--- config.mk ---
export PLATFORM = sky130hd
export DESIGN_NAME = utf8_validate_and_sanitize_flat
export DESIGN_NICKNAME = d
export VERILOG_FILES = /design/src/rtl/utf8vs_pkg.sv /design/src/rtl/utf8vs_ifs.sv /design/src/rtl/utf8vs_chk.sv /design/src/rtl/utf8vs_ctl.sv /design/src/rtl/utf8_validate_and_sanitize.sv /design/src/flat_wrapper.sv
export VERILOG_INCLUDE_DIRS = /design/src /design/src/rtl
export SDC_FILE = /design/constraint.sdc
export NUM_CORES = 1
export LEC_CHECK = 0
export BUFFER_PORTS_ARGS = -buffer_cell sky130_fd_sc_hd__buf_2
export CORE_MARGIN = 2
export CORE_UTILIZATION = 25
export CTS_BUF_LIST = sky130_fd_sc_hd__clkbuf_2
export DETAILED_ROUTE_END_ITERATION = 16
export HOLD_SLACK_MARGIN = 0.02
export PLACE_DENSITY = 0.4
export SYNTH_ARGS = -nofsm -noshare
export SYNTH_HDL_FRONTEND = slang
export SYNTH_SLANG_ARGS = --single-unit
export TNS_END_PERCENT = 1
--- constraint.sdc ---
create_clock -name clk -period 6.4 [get_ports clk]
set_clock_uncertainty 0.1 [all_clocks]
set_input_delay 0.32 -clock clk [delete_from_list [all_inputs] [get_ports clk]]
set_output_delay 0.32 -clock clk [all_outputs]
set_load 0.005 [all_outputs]
--- src/rtl/utf8_validate_and_sanitize_defines.svh ---
// Assertion macros for the UTF-8 validate and sanitize block.
// Standalone header; used by the top level only.
`ifndef UTF8_VALIDATE_AND_SANITIZE_DEFINES_SVH
`define UTF8_VALIDATE_AND_SANITIZE_DEFINES_SVH

`ifndef NO_ASSERTIONS
// same-cycle implication
`define UVS_ASSERT_IMP(label, clk, rst_n, ante, cons) \
  label: assert property (@(posedge clk) disable iff (!rst_n) (ante) |-> (cons)) \
    else $error("assertion failed");
// next-cycle implication
`define UVS_ASSERT_NXT(label, clk, rst_n, ante, cons) \
  label: assert property (@(posedge clk) disable iff (!rst_n) (ante) |=> (cons)) \
    else $error("assertion failed");
`else
`define UVS_ASSERT_IMP(label, clk, rst_n, ante, cons)
`define UVS_ASSERT_NXT(label, clk, rst_n, ante, cons)
`endif

`endif

--- src/rtl/utf8vs_pkg.sv ---
// Shared types, constants and helpers for the UTF-8 validate and sanitize block.
// No dependencies.
`timescale 1ns / 1ps

package utf8vs_pkg;

  // config port
  localparam int unsigned CfgAddrW = 3;
  localparam int unsigned CfgDataW = 32;
  localparam logic        CFG_IDX_REPLACE_MODE = 1'b0;  // paddr[2] of replace_mode

  // U+FFFD as UTF-8
  localparam logic [7:0] REPL_B0 = 8'hEF;
  localparam logic [7:0] REPL_B1 = 8'hBF;
  localparam logic [7:0] REPL_B2 = 8'hBD;
  localparam logic [1:0] REPL_LAST_IDX = 2'd2;

  typedef enum logic [2:0] {
    S_IDLE,
    S_DEC,
    S_REP,
    S_CPY,
    S_VERD
  } state_t;

  // checker verdict on the head of the window
  typedef struct packed {
    logic [2:0] len;        // announced length, 0 for a bad lead
    logic       bad_lead;
    logic       truncated;  // more bytes announced than held
    logic       ok;         // complete sequence passes all checks
  } chk_t;

  // sequencer status to the top level
  typedef struct packed {
    logic       idle;
    logic [2:0] cnt;
  } stat_t;

  function automatic logic [7:0] repl_byte(input logic [1:0] idx);
    logic [7:0] b;
    unique case (idx)
      2'd0:    b = REPL_B0;
      2'd1:    b = REPL_B1;
      default: b = REPL_B2;
    endcase
    return b;
  endfunction

endpackage

--- src/rtl/utf8vs_ifs.sv ---
// Valid/ready channel interfaces for input bytes and result words.
// Depends on nothing.
`timescale 1ns / 1ps

interface utf8vs_in_if;
  logic       valid;
  logic       ready;
  logic [7:0] in_byte;
  logic       in_last;
  modport source (output valid, in_byte, in_last, input ready);
  modport sink   (input valid, in_byte, in_last, output ready);
endinterface

interface utf8vs_out_if;
  logic       valid;
  logic       ready;
  logic [7:0] out_byte;
  logic       has_byte;
  logic       end_of_string;
  logic       string_valid;
  modport source (output valid, out_byte, has_byte, end_of_string, string_valid,
                  input ready);
  modport sink   (input valid, out_byte, has_byte, end_of_string, string_valid,
                  output ready);
endinterface

--- src/rtl/utf8vs_chk.sv ---
// Sequence checker: decodes the lead byte at the head of the window and checks
// continuation bytes, overlong forms, range and surrogates. Uses utf8vs_pkg.
`timescale 1ns / 1ps

module utf8vs_chk (
  input  logic [3:0][7:0]    win,
  input  logic [2:0]         cnt,
  output utf8vs_pkg::chk_t   res
);

  logic [7:0]  b0;
  logic [2:0]  len;
  logic        c1, c2, c3;
  logic [10:0] cp2;
  logic [15:0] cp3;
  logic [20:0] cp4;
  logic        ok2, ok3, ok4;

  always_comb begin
    b0 = win[0];
    if (b0[7] == 1'b0)               len = 3'd1;
    else if (b0[7:5] == 3'b110)      len = 3'd2;
    else if (b0[7:4] == 4'b1110)     len = 3'd3;
    else if (b0[7:3] == 5'b11110)    len = 3'd4;
    else                             len = 3'd0;

    c1 = (win[1][7:6] == 2'b10);
    c2 = (win[2][7:6] == 2'b10);
    c3 = (win[3][7:6] == 2'b10);

    cp2 = {b0[4:0], win[1][5:0]};
    cp3 = {b0[3:0], win[1][5:0], win[2][5:0]};
    cp4 = {b0[2:0], win[1][5:0], win[2][5:0], win[3][5:0]};

    ok2 = c1 && (cp2 >= 11'h080);
    ok3 = c1 && c2 && (cp3 >= 16'h0800) && !((cp3 >= 16'hD800) && (cp3 <= 16'hDFFF));
    ok4 = c1 && c2 && c3 && (cp4 >= 21'h10000) && (cp4 <= 21'h10FFFF);

    res.len       = len;
    res.bad_lead  = (len == 3'd0);
    res.truncated = (len != 3'd0) && (len > cnt);
    case (len)
      3'd1:    res.ok = 1'b1;
      3'd2:    res.ok = ok2;
      3'd3:    res.ok = ok3;
      3'd4:    res.ok = ok4;
      default: res.ok = 1'b0;
    endcase
  end

endmodule

--- src/rtl/utf8vs_ctl.sv ---
// Sequencer: holds the byte window, steps the shared checker over it and
// drives the registered result stage. Uses utf8vs_pkg, utf8vs_ifs, utf8vs_chk.
`timescale 1ns / 1ps

module utf8vs_ctl (
  input  logic                clk,
  input  logic                rst_n,
  input  logic                replace_mode,
  utf8vs_in_if.sink           in_if,
  utf8vs_out_if.source        out_if,
  output utf8vs_pkg::stat_t   stat
);

  utf8vs_pkg::state_t state_r, state_nxt;
  logic [3:0][7:0] win_r, win_nxt;
  logic [2:0]      cnt_r, cnt_nxt;
  logic            last_r, last_nxt;
  logic            err_r, err_nxt;
  logic            term_r, term_nxt;
  logic [2:0]      ecnt_r, ecnt_nxt;
  logic [1:0]      ridx_r, ridx_nxt;

  logic            ov_r, ov_nxt;
  logic [7:0]      ob_r, ob_nxt;
  logic            oh_r, oh_nxt;
  logic            oe_r, oe_nxt;
  logic            os_r, os_nxt;

  logic            slot_free;
  utf8vs_pkg::chk_t chk;

  utf8vs_chk u_chk (
    .win (win_r),
    .cnt (cnt_r),
    .res (chk)
  );

  assign slot_free = !ov_r || out_if.ready;

  always_ff @(posedge clk) begin
    if (!rst_n) begin
      state_r <= utf8vs_pkg::S_IDLE;
      cnt_r   <= 3'd0;
      err_r   <= 1'b0;
      ov_r    <= 1'b0;
    end else begin
      state_r <= state_nxt;
      cnt_r   <= cnt_nxt;
      err_r   <= err_nxt;
      ov_r    <= ov_nxt;
    end
  end

  always_ff @(posedge clk) begin
    win_r  <= win_nxt;
    last_r <= last_nxt;
    term_r <= term_nxt;
    ecnt_r <= ecnt_nxt;
    ridx_r <= ridx_nxt;
    ob_r   <= ob_nxt;
    oh_r   <= oh_nxt;
    oe_r   <= oe_nxt;
    os_r   <= os_nxt;
  end

  always_comb begin
    state_nxt = state_r;
    win_nxt   = win_r;
    cnt_nxt   = cnt_r;
    last_nxt  = last_r;
    err_nxt   = err_r;
    term_nxt  = term_r;
    ecnt_nxt  = ecnt_r;
    ridx_nxt  = ridx_r;
    ov_nxt    = ov_r && !out_if.ready;
    ob_nxt    = ob_r;
    oh_nxt    = oh_r;
    oe_nxt    = oe_r;
    os_nxt    = os_r;

    unique case (state_r)
      utf8vs_pkg::S_IDLE: begin
        if (in_if.valid) begin
          win_nxt[cnt_r[1:0]] = in_if.in_byte;
          cnt_nxt   = cnt_r + 3'd1;
          last_nxt  = in_if.in_last;
          state_nxt = utf8vs_pkg::S_DEC;
        end
      end

      utf8vs_pkg::S_DEC: begin
        if (cnt_r == 3'd0) begin
          state_nxt = last_r ? utf8vs_pkg::S_VERD : utf8vs_pkg::S_IDLE;
        end else if (chk.truncated) begin
          if (last_r) begin
            // cut short at end: one replacement in sanitize mode, held bytes dropped
            err_nxt  = 1'b1;
            cnt_nxt  = 3'd0;
            term_nxt = 1'b1;
            ridx_nxt = 2'd0;
            state_nxt = replace_mode ? utf8vs_pkg::S_REP : utf8vs_pkg::S_VERD;
          end else begin
            state_nxt = utf8vs_pkg::S_IDLE;  // keep as pending
          end
        end else if (chk.bad_lead || !chk.ok) begin
          err_nxt = 1'b1;
          if (replace_mode) begin
            term_nxt  = last_r && (cnt_r == 3'd1);
            ridx_nxt  = 2'd0;
            state_nxt = utf8vs_pkg::S_REP;
          end else begin
            win_nxt = {8'h00, win_r[3], win_r[2], win_r[1]};
            cnt_nxt = cnt_r - 3'd1;
          end
        end else begin
          term_nxt  = last_r && (cnt_r == chk.len);
          ecnt_nxt  = chk.len;
          state_nxt = utf8vs_pkg::S_CPY;
        end
      end

      utf8vs_pkg::S_REP: begin
        if (slot_free) begin
          ov_nxt   = 1'b1;
          ob_nxt   = utf8vs_pkg::repl_byte(ridx_r);
          oh_nxt   = 1'b1;
          oe_nxt   = term_r && (ridx_r == utf8vs_pkg::REPL_LAST_IDX);
          os_nxt   = 1'b0;
          ridx_nxt = ridx_r + 2'd1;
          if (ridx_r == utf8vs_pkg::REPL_LAST_IDX) begin
            win_nxt = {8'h00, win_r[3], win_r[2], win_r[1]};
            cnt_nxt = cnt_r - 3'd1;
            if (term_r) begin
              cnt_nxt   = 3'd0;
              err_nxt   = 1'b0;
              state_nxt = utf8vs_pkg::S_IDLE;
            end else begin
              state_nxt = utf8vs_pkg::S_DEC;
            end
          end
        end
      end

      utf8vs_pkg::S_CPY: begin
        // validate mode walks the bytes without emitting
        if (!replace_mode || slot_free) begin
          if (replace_mode) begin
            ov_nxt = 1'b1;
            ob_nxt = win_r[0];
            oh_nxt = 1'b1;
            oe_nxt = term_r && (ecnt_r == 3'd1);
            os_nxt = term_r && (ecnt_r == 3'd1) && !err_r;
          end
          win_nxt  = {8'h00, win_r[3], win_r[2], win_r[1]};
          cnt_nxt  = cnt_r - 3'd1;
          ecnt_nxt = ecnt_r - 3'd1;
          if (ecnt_r == 3'd1) begin
            if (replace_mode && term_r) begin
              cnt_nxt   = 3'd0;
              err_nxt   = 1'b0;
              state_nxt = utf8vs_pkg::S_IDLE;
            end else begin
              state_nxt = utf8vs_pkg::S_DEC;
            end
          end
        end
      end

      utf8vs_pkg::S_VERD: begin
        if (slot_free) begin
          ov_nxt    = 1'b1;
          ob_nxt    = 8'h00;
          oh_nxt    = 1'b0;
          oe_nxt    = 1'b1;
          os_nxt    = !err_r;
          err_nxt   = 1'b0;
          cnt_nxt   = 3'd0;
          state_nxt = utf8vs_pkg::S_IDLE;
        end
      end

      default: state_nxt = utf8vs_pkg::S_IDLE;
    endcase
  end

  assign in_if.ready          = (state_r == utf8vs_pkg::S_IDLE);
  assign out_if.valid         = ov_r;
  assign out_if.out_byte      = ob_r;
  assign out_if.has_byte      = oh_r;
  assign out_if.end_of_string = oe_r;
  assign out_if.string_valid  = os_r;

  assign stat.idle = (state_r == utf8vs_pkg::S_IDLE);
  assign stat.cnt  = cnt_r;

endmodule

--- src/rtl/utf8_validate_and_sanitize.sv ---
// UTF-8 validate and sanitize, top level; uses utf8vs_pkg, utf8vs_ifs, utf8vs_ctl.
// Path of a byte: loaded in IDLE, decided in DEC, then the first word is registered.
// At free output each byte takes its load, one decision per sequence start, a step
// per word (validate: per byte walked), a closing decision and the verdict; the
// input is not ready meanwhile.
// Reset: synchronous active-low rst_n; clears pending count, error flag, result valid.
`timescale 1ns / 1ps
`include "utf8_validate_and_sanitize_defines.svh"

module utf8_validate_and_sanitize (
  input  logic                               clk,
  input  logic                               rst_n,
  utf8vs_in_if.sink                          in_if,
  utf8vs_out_if.source                       out_if,
  // APB-style config port
  input  logic                               psel,
  input  logic                               penable,
  input  logic                               pwrite,
  input  logic [utf8vs_pkg::CfgAddrW-1:0]    paddr,
  input  logic [utf8vs_pkg::CfgDataW-1:0]    pwdata,
  output logic [utf8vs_pkg::CfgDataW-1:0]    prdata,
  output logic                               pready
);

  // replace_mode: 0 gives one verdict word per string, 1 rewrites bad input
  // as U+FFFD and copies good sequences through; reset value 1 (sanitize)
  logic replace_mode_r;
  logic cfg_wr;
  logic cfg_hit;
  logic verdict_shape;

  utf8vs_pkg::stat_t ctl_stat;

  assign pready  = 1'b1;
  assign cfg_hit = (paddr[2] == utf8vs_pkg::CFG_IDX_REPLACE_MODE);
  assign cfg_wr  = psel && penable && pwrite && cfg_hit;

  always_ff @(posedge clk) begin
    if (!rst_n) begin
      replace_mode_r <= 1'b1;
    end else if (cfg_wr) begin
      replace_mode_r <= pwdata[0];
    end
  end

  // reads of unmapped words return zero
  assign prdata = cfg_hit ? {{(utf8vs_pkg::CfgDataW-1){1'b0}}, replace_mode_r}
                          : '0;

  // sequencer with shared checker and result register
  utf8vs_ctl u_ctl (
    .clk          (clk),
    .rst_n        (rst_n),
    .replace_mode (replace_mode_r),
    .in_if        (in_if),
    .out_if       (out_if),
    .stat         (ctl_stat)
  );

  assign verdict_shape = out_if.end_of_string && (out_if.out_byte == 8'h00);

  // while idle, at most three bytes of an open sequence are held
  `UVS_ASSERT_IMP(a_idle_cnt, clk, rst_n, ctl_stat.idle, ctl_stat.cnt <= 3'd3)
  // the verdict only rides on the closing word
  `UVS_ASSERT_IMP(a_sv_on_eos, clk, rst_n, out_if.valid && out_if.string_valid, out_if.end_of_string)
  // a verdict-only word is always the close of a string and carries zero data
  `UVS_ASSERT_IMP(a_verdict_shape, clk, rst_n, out_if.valid && !out_if.has_byte, verdict_shape)
  // a taken byte is always decided in DEC before the input is ready again
  `UVS_ASSERT_NXT(a_busy_after_take, clk, rst_n, in_if.valid && in_if.ready, !in_if.ready)

endmodule

--- src/flat_wrapper.sv ---
// flat-port wrapper written by rule: the top's interface ports become plain ports
module utf8_validate_and_sanitize_flat 
  (clk, rst_n, psel, penable, pwrite, paddr, pwdata, prdata, pready, in_if_valid, in_if_in_byte, in_if_in_last, in_if_ready, out_if_valid, out_if_out_byte, out_if_has_byte, out_if_end_of_string, out_if_string_valid, out_if_ready);
  utf8vs_in_if in_if_i ();
  utf8vs_out_if out_if_i ();
  input  logic clk;
  input  logic rst_n;
  input  logic psel;
  input  logic penable;
  input  logic pwrite;
  input  logic [utf8vs_pkg::CfgAddrW-1:0] paddr;
  input  logic [utf8vs_pkg::CfgDataW-1:0] pwdata;
  output logic [utf8vs_pkg::CfgDataW-1:0] prdata;
  output logic pready;
  input wire logic [$bits(in_if_i.valid)-1:0] in_if_valid;
  input wire logic [$bits(in_if_i.in_byte)-1:0] in_if_in_byte;
  input wire logic [$bits(in_if_i.in_last)-1:0] in_if_in_last;
  output wire logic [$bits(in_if_i.ready)-1:0] in_if_ready;
  output wire logic [$bits(out_if_i.valid)-1:0] out_if_valid;
  output wire logic [$bits(out_if_i.out_byte)-1:0] out_if_out_byte;
  output wire logic [$bits(out_if_i.has_byte)-1:0] out_if_has_byte;
  output wire logic [$bits(out_if_i.end_of_string)-1:0] out_if_end_of_string;
  output wire logic [$bits(out_if_i.string_valid)-1:0] out_if_string_valid;
  input wire logic [$bits(out_if_i.ready)-1:0] out_if_ready;
  assign in_if_i.valid = in_if_valid;
  assign in_if_i.in_byte = in_if_in_byte;
  assign in_if_i.in_last = in_if_in_last;
  assign in_if_ready = in_if_i.ready;
  assign out_if_valid = out_if_i.valid;
  assign out_if_out_byte = out_if_i.out_byte;
  assign out_if_has_byte = out_if_i.has_byte;
  assign out_if_end_of_string = out_if_i.end_of_string;
  assign out_if_string_valid = out_if_i.string_valid;
  assign out_if_i.ready = out_if_ready;
  utf8_validate_and_sanitize u_core (.clk(clk), .rst_n(rst_n), .in_if(in_if_i), .out_if(out_if_i), .psel(psel), .penable(penable), .pwrite(pwrite), .paddr(paddr), .pwdata(pwdata), .prdata(prdata), .pready(pready));
endmodule
======== Word level (Yosys, flattened, before mapping) ========
Cells that the tools add are included.
operators by class
  add/subtract/negate cells ............... 4
  $lt $le $gt $ge ......................... 9
  eq/ne operators ......................... 40
  mux-type cells .......................... 96
  bitwise logic cells ..................... 2
  reductions and logical operators ........ 50
operators with widths
  kind                  count
  $mux 32               8
  $pmux 32 s4           1
  $mux 3                33
  $mux 8                5
  $bwmux 32             1
  $pmux 3 s5            2
  $mux 1                29
  $ne 2x2->1 const B    14
  $pmux 8 s3            1
  $ge 21x17->1 const B  1
  $le 21x21->1 const B  1
  $logic_and 1x1->1     20
  $demux 8 s2           1
  $ge 16x12->1 const B  1
  $ge 16x16->1 const B  1
  $le 16x16->1 const B  1
  $pmux 7 s2            1
  $eq 3x1->1 const B    4
  $eq 3x2->1 const B    4
  $mux 2                6
  $ge 11x8->1 const B   1
  $reduce_and 11->1     1
  $reduce_and 10->1     1
  $reduce_and 5->1      2
  36 further kinds      61
word-level totals
  bits in registers ....................... 59
  input bits .............................. 51
  output and inout bits ................... 46

======== Logic depth before layout (Yosys ltp) ========
  depth in word-level cells ............... 13
  gate-level depth with buffers ........... 9

======== Modules after synthesis ========
A second synthesis with hierarchy kept.
unflattened totals
  cell total of the unflattened synthesis .. 381
  area, all modules ....................... 3634.7 sq um
by module, submodules not included
  module                      instances  cells an instance  area each (sq um)
  utf8vs_ctl                  1          313                3111.7
  utf8_validate_and_sanitize  1          40                 320.3
  utf8vs_chk                  1          28                 202.7

======== Least setup slack after synthesis ========
Ideal clock, no wire load.
  path type ............................... reg-to-reg
  start point ............................. register u_core.u_ctl.win_r[4] (netlist bit)
  end point ............................... register u_core.u_ctl.win_r[0] (netlist bit) (enable)
  setup time .............................. 370 ps
  data arrival time ....................... 2257 ps
  path slack .............................. 3673 ps
  cell stages (with the launch flop) ...... 10
  clock period less this slack ............ 2727 ps
  path through ............................ edfxtp_1 -> nand3b_1 -> and2_1 -> ha_1 -> nand3_1 -> a21boi_1 -> a21oi_1 -> nand3_1 -> a211o_1 -> nor2_1
between the ends
  longest elaborated chain between the ends .. 11
  elaborated cells on any way between the ends .. 22
RTL lines
  item                                RTL line           RTL
  start: declaration                  utf8vs_ctl.sv:15   logic [3:0][7:0] win_r, win_nxt;
  start signal: assignment            utf8vs_ctl.sv:55   win_r <= win_nxt;
  $eq 5x5->1                          utf8vs_chk.sv:24   else if (b0[7:3] == 5'b11110) len = 3'd4;
  $mux 3                              utf8vs_chk.sv:24
  $mux 3                              utf8vs_chk.sv:23   else if (b0[7:4] == 4'b1110) len = 3'd3;
  $mux 3                              utf8vs_chk.sv:22   else if (b0[7:5] == 3'b110) len = 3'd2;
  $mux 3                              utf8vs_chk.sv:21   if (b0[7] == 1'b0) len = 3'd1;
  $eq 3x3->1 (tied with other cells)  utf8vs_chk.sv:42   case (len)
  $pmux 1 s4                          utf8vs_chk.sv:42
  $logic_not 1->1                     utf8vs_ctl.sv:105  end else if (chk.bad_lead || !chk.ok) begin
  $logic_or 1x1->1                    utf8vs_ctl.sv:105
  $ne 2x2->1 (no line)                n/a
  $reduce_and 9->1 (no line) (*)      n/a
Mark *: on every way between the ends. The rest lies on a longest branch, timed or not.
A chain may end at the register's enable or synchronous reset.

======== Final worst setup path ========
  start point ............................. register u_core.u_ctl.win_r[3] (netlist bit)
  end point ............................... register u_core.u_ctl.win_r[9] (netlist bit) (enable)
between the ends
  longest elaborated chain between the ends .. 11
  elaborated cells on any way between the ends .. 28
RTL lines
  item
  branches (longest 10 deep; another with $ge 16x16->1)
  $reduce_and 9->1 (no line) (*)
Mark *: on every way between the ends.

==> results.md <==
* Commonest cells after routing, fill and taps aside: nand2_1 (64), edfxtp_1 (50), o21ai_0 (33)
* Post-synth EDFFs at 50
* Met3 Usage GRT at 0.0208
* CP dominant cell by count: a21oi_1
* Worst path slowest cell: nor2_1
* Worst skew pair latency at 520 ps
* Clock root cell: clkbuf_2
* Tot Pwr at 1.79 mW
* Crit-path max cell delay at 570 ps
* Worst-Margin Slew at 884 ps
* Reg power frac at 0.427
* Initial core utilization at 0.257
* CP Class: register to register
* Initial antenna violation count at 1
* PortBufs at 31
* CTS sink cnt at 59
* Switching pwr at 746 uW
* Congestion Overflow GR at 0
* GR Util met1 at 0.144
* HP Class: input pin to register
* Maximum vdd drop at 0.106 mV
* First-pass iteration count of the detailed router at 5
* Largest net degree at the start of global routing at 60
* Most used routing layer in global routing: met2
* Core ar. at 13900 um2
* Required time of the critical path at 6470 ps
* Combinational Power Share at 0.411
* DRC at 0
* FP Rows at 43
* Final setup vio count at 0
* FF+latch count, synth at 59
* Clock Path Buffers at 2
* Sw Share at 0.416
* Critical Path Start: u_core.u_ctl.win_r[3]$_DFFE_PP_
* Fin crit share at 0.500
* Detailed Place HPWL at 5770 um
* Pins Over Slew Limit at 0
* Mapped Area at 3570 um2
* Clock power share at 0.163
* Synth warn at 0
* M2 GR Usage at 0.166
* TNS Setup at 0 ps
* Post-CTS setup buffer count at 0
* Antenna-violating nets left at 0
* Max-cap viol count at 0
* FF-to-FF Start: u_core.u_ctl.win_r[3]$_DFFE_PP_
* Minimum clock period at 3200 ps
* Via count at 2627
* Mean Syn Cell Area at 9.53 um2
* Max Fclk at 312 MHz
* Hold Vio Cnt, Final at 0
* Drt total wl at 7680 um
* Worst-path fanout max at 8
* Ys async rst share at 0
* Placer Congestion at 0.730
* Top_reg_cell synth: edfxtp_1
* Mapped Cells at 374
* Die W at 123 um
* Vias in the first global route at 2450
* Delay-heaviest family, CP: simple AND/OR/NAND/NOR gates
* Layout area overhead at 11.0%
* Worst path cell trace: nor3_1 -> ha_1 -> a21oi_1 -> a21boi_1 -> a21oi_1 -> nand3_1 -> a211o_1 -> nor2_1
* Layout cells sized above 1 at 0.130
* CTS tree: yes
* Pwr Density at 453 nW/um2
* Relative slew slack at 0.409
* Num CTS Buffers at 9
* Vias/cell at 4.46
* Die area at 15200 um2
* Pleak at 1.47 nW
* Register area share after synthesis at 0.472
* GRT Overall Usage at 0.108
* Worst EP arrival at 3270 ps
* Synth cell types at 58
* Int Power at 1.05 mW
* Outcome: finished, final reports clean
* Endpoint class of the critical path: register
* Most common cell after layout, fill and taps aside: nand2_1
* # H-tree levels at 3
* Wire per inst at 13.0 um
* IO Pins at 97
* Min-delay src: in_if_in_byte[1]
* Clk pin slew, worst setup/hold paths at 210 ps
* Worst Path Buf+Inv at 0
* Die Y-Extent at 123 um
* First DRT Iteration DRCs at 133
* RSZ-0062 raised after global routing: false
* First-pass GRT wire length at 12700 um
* Critical Path Start Type: register
* Nets@finish at 468
## cell type report
type                       instances  area (um2)
fill                            1486        9920
sequential                        59        1680
multi-input combinational        280        1630
tap                              180         225
timing repair buffer              37         213
clock inverter                     7         101
inverter                          16        60.1
clock buffer                       9        45.0
antenna                            1        2.50
## cells by family after synthesis
family / share of synthesized area
xor gates and xnor gates: 0.00737
adders and majority gates: 0.0491
buffers and inverters: 0.105
AOI/OAI and AO/OA: 0.153
DFF: 0.472
other: 0.00211
muxes: 0.0340
and+or+nand+nor: 0.178
## power by group through the flow
stage | clock network (mW) | registers, mW | logic, mW
5_1_grt | 0.314 | 0.791 | 0.852
6_report | 0.292 | 0.765 | 0.737
3_3_place_gp | 0 | 0.775 | 0.737
4_1_cts | 0.302 | 0.767 | 0.749
3_5_place_dp | 0 | 0.777 | 0.745
2_1_floorplan | 0 | 0.730 | 0.589
## final timing paths
path / end / slack (ps) / cells after the start
setup / recovery: u_core.u_ctl.win_r[9]$_DFFE_PP_ / 3200 / 8
setup reg to reg: u_core.u_ctl.win_r[9]$_DFFE_PP_ / 3200 / 8
hold / removal: u_core.u_ctl.win_r[25]$_SDFFCE_PN0P_ / 70 / 3
hold reg to reg: u_core.u_ctl.err_r$_SDFFE_PN0P_ / 400 / 2
## registers in the layout, summed over array words and instances (netlist names), 2 cells and up
| signal | count |
|---|---|
| u_core.u_ctl.ridx_r | 2 |
| u_core.u_ctl.state_r | 3 |
| u_core.u_ctl.ecnt_r | 3 |
| u_core.u_ctl.cnt_r | 3 |
| u_core.u_ctl.out_if.out_byte | 8 |
| u_core.u_ctl.win_r | 32 |
## stage by stage
step           setup WS, ps  instances  hold slack, ps  utilization  instance area (um2)
2_1_floorplan          3670        404             309            -                 3680
3_3_place_gp           3220        567             371        0.271                 3760
3_5_place_dp           3220        567             375        0.271                 3760
4_1_cts                3190        588            23.3        0.285                 3960
5_1_grt                2980        589            49.7        0.285                 3960
6_report               3200        589            67.6        0.285                 3960
## per-layer routing
layer	vias to the layer above	routed length (um)
met2	67	3430
li1	1320	-
met1	1227	3770
met4	0	157
met3	13	323
met5	-	0
## tightest hold or removal path: stages
cell and delay, ps:
buf_2 120, mux2i_1 80, nor2_1 80
## synthesized netlist by cell type (all sizes together) (3+ instances only)
cell,n,share of area
a21boi,3,0.0063
a31oi,5,0.011
nand3b,4,0.0084
mux2i,11,0.031
a21oi,11,0.015
or3,3,0.0053
inv,16,0.017
and2,6,0.011
nand2,64,0.067
o21a,5,0.011
buf,38,0.076
nand3,4,0.0056
nand2b,4,0.0070
ha,14,0.049
o21ai,36,0.051
dfxtp,9,0.051
a211o,3,0.0074
nor2,29,0.031
clkbuf,11,0.012
edfxtp,50,0.42
o211ai,3,0.0063
nor3,5,0.0070
## what timing repair did
action / in CTS / in global routing
gates resized for setup: 0 / 0
hold endpoints to repair: 5 / 0
hold buffers: 5 / 0
(Power assumes the default switching activity.)
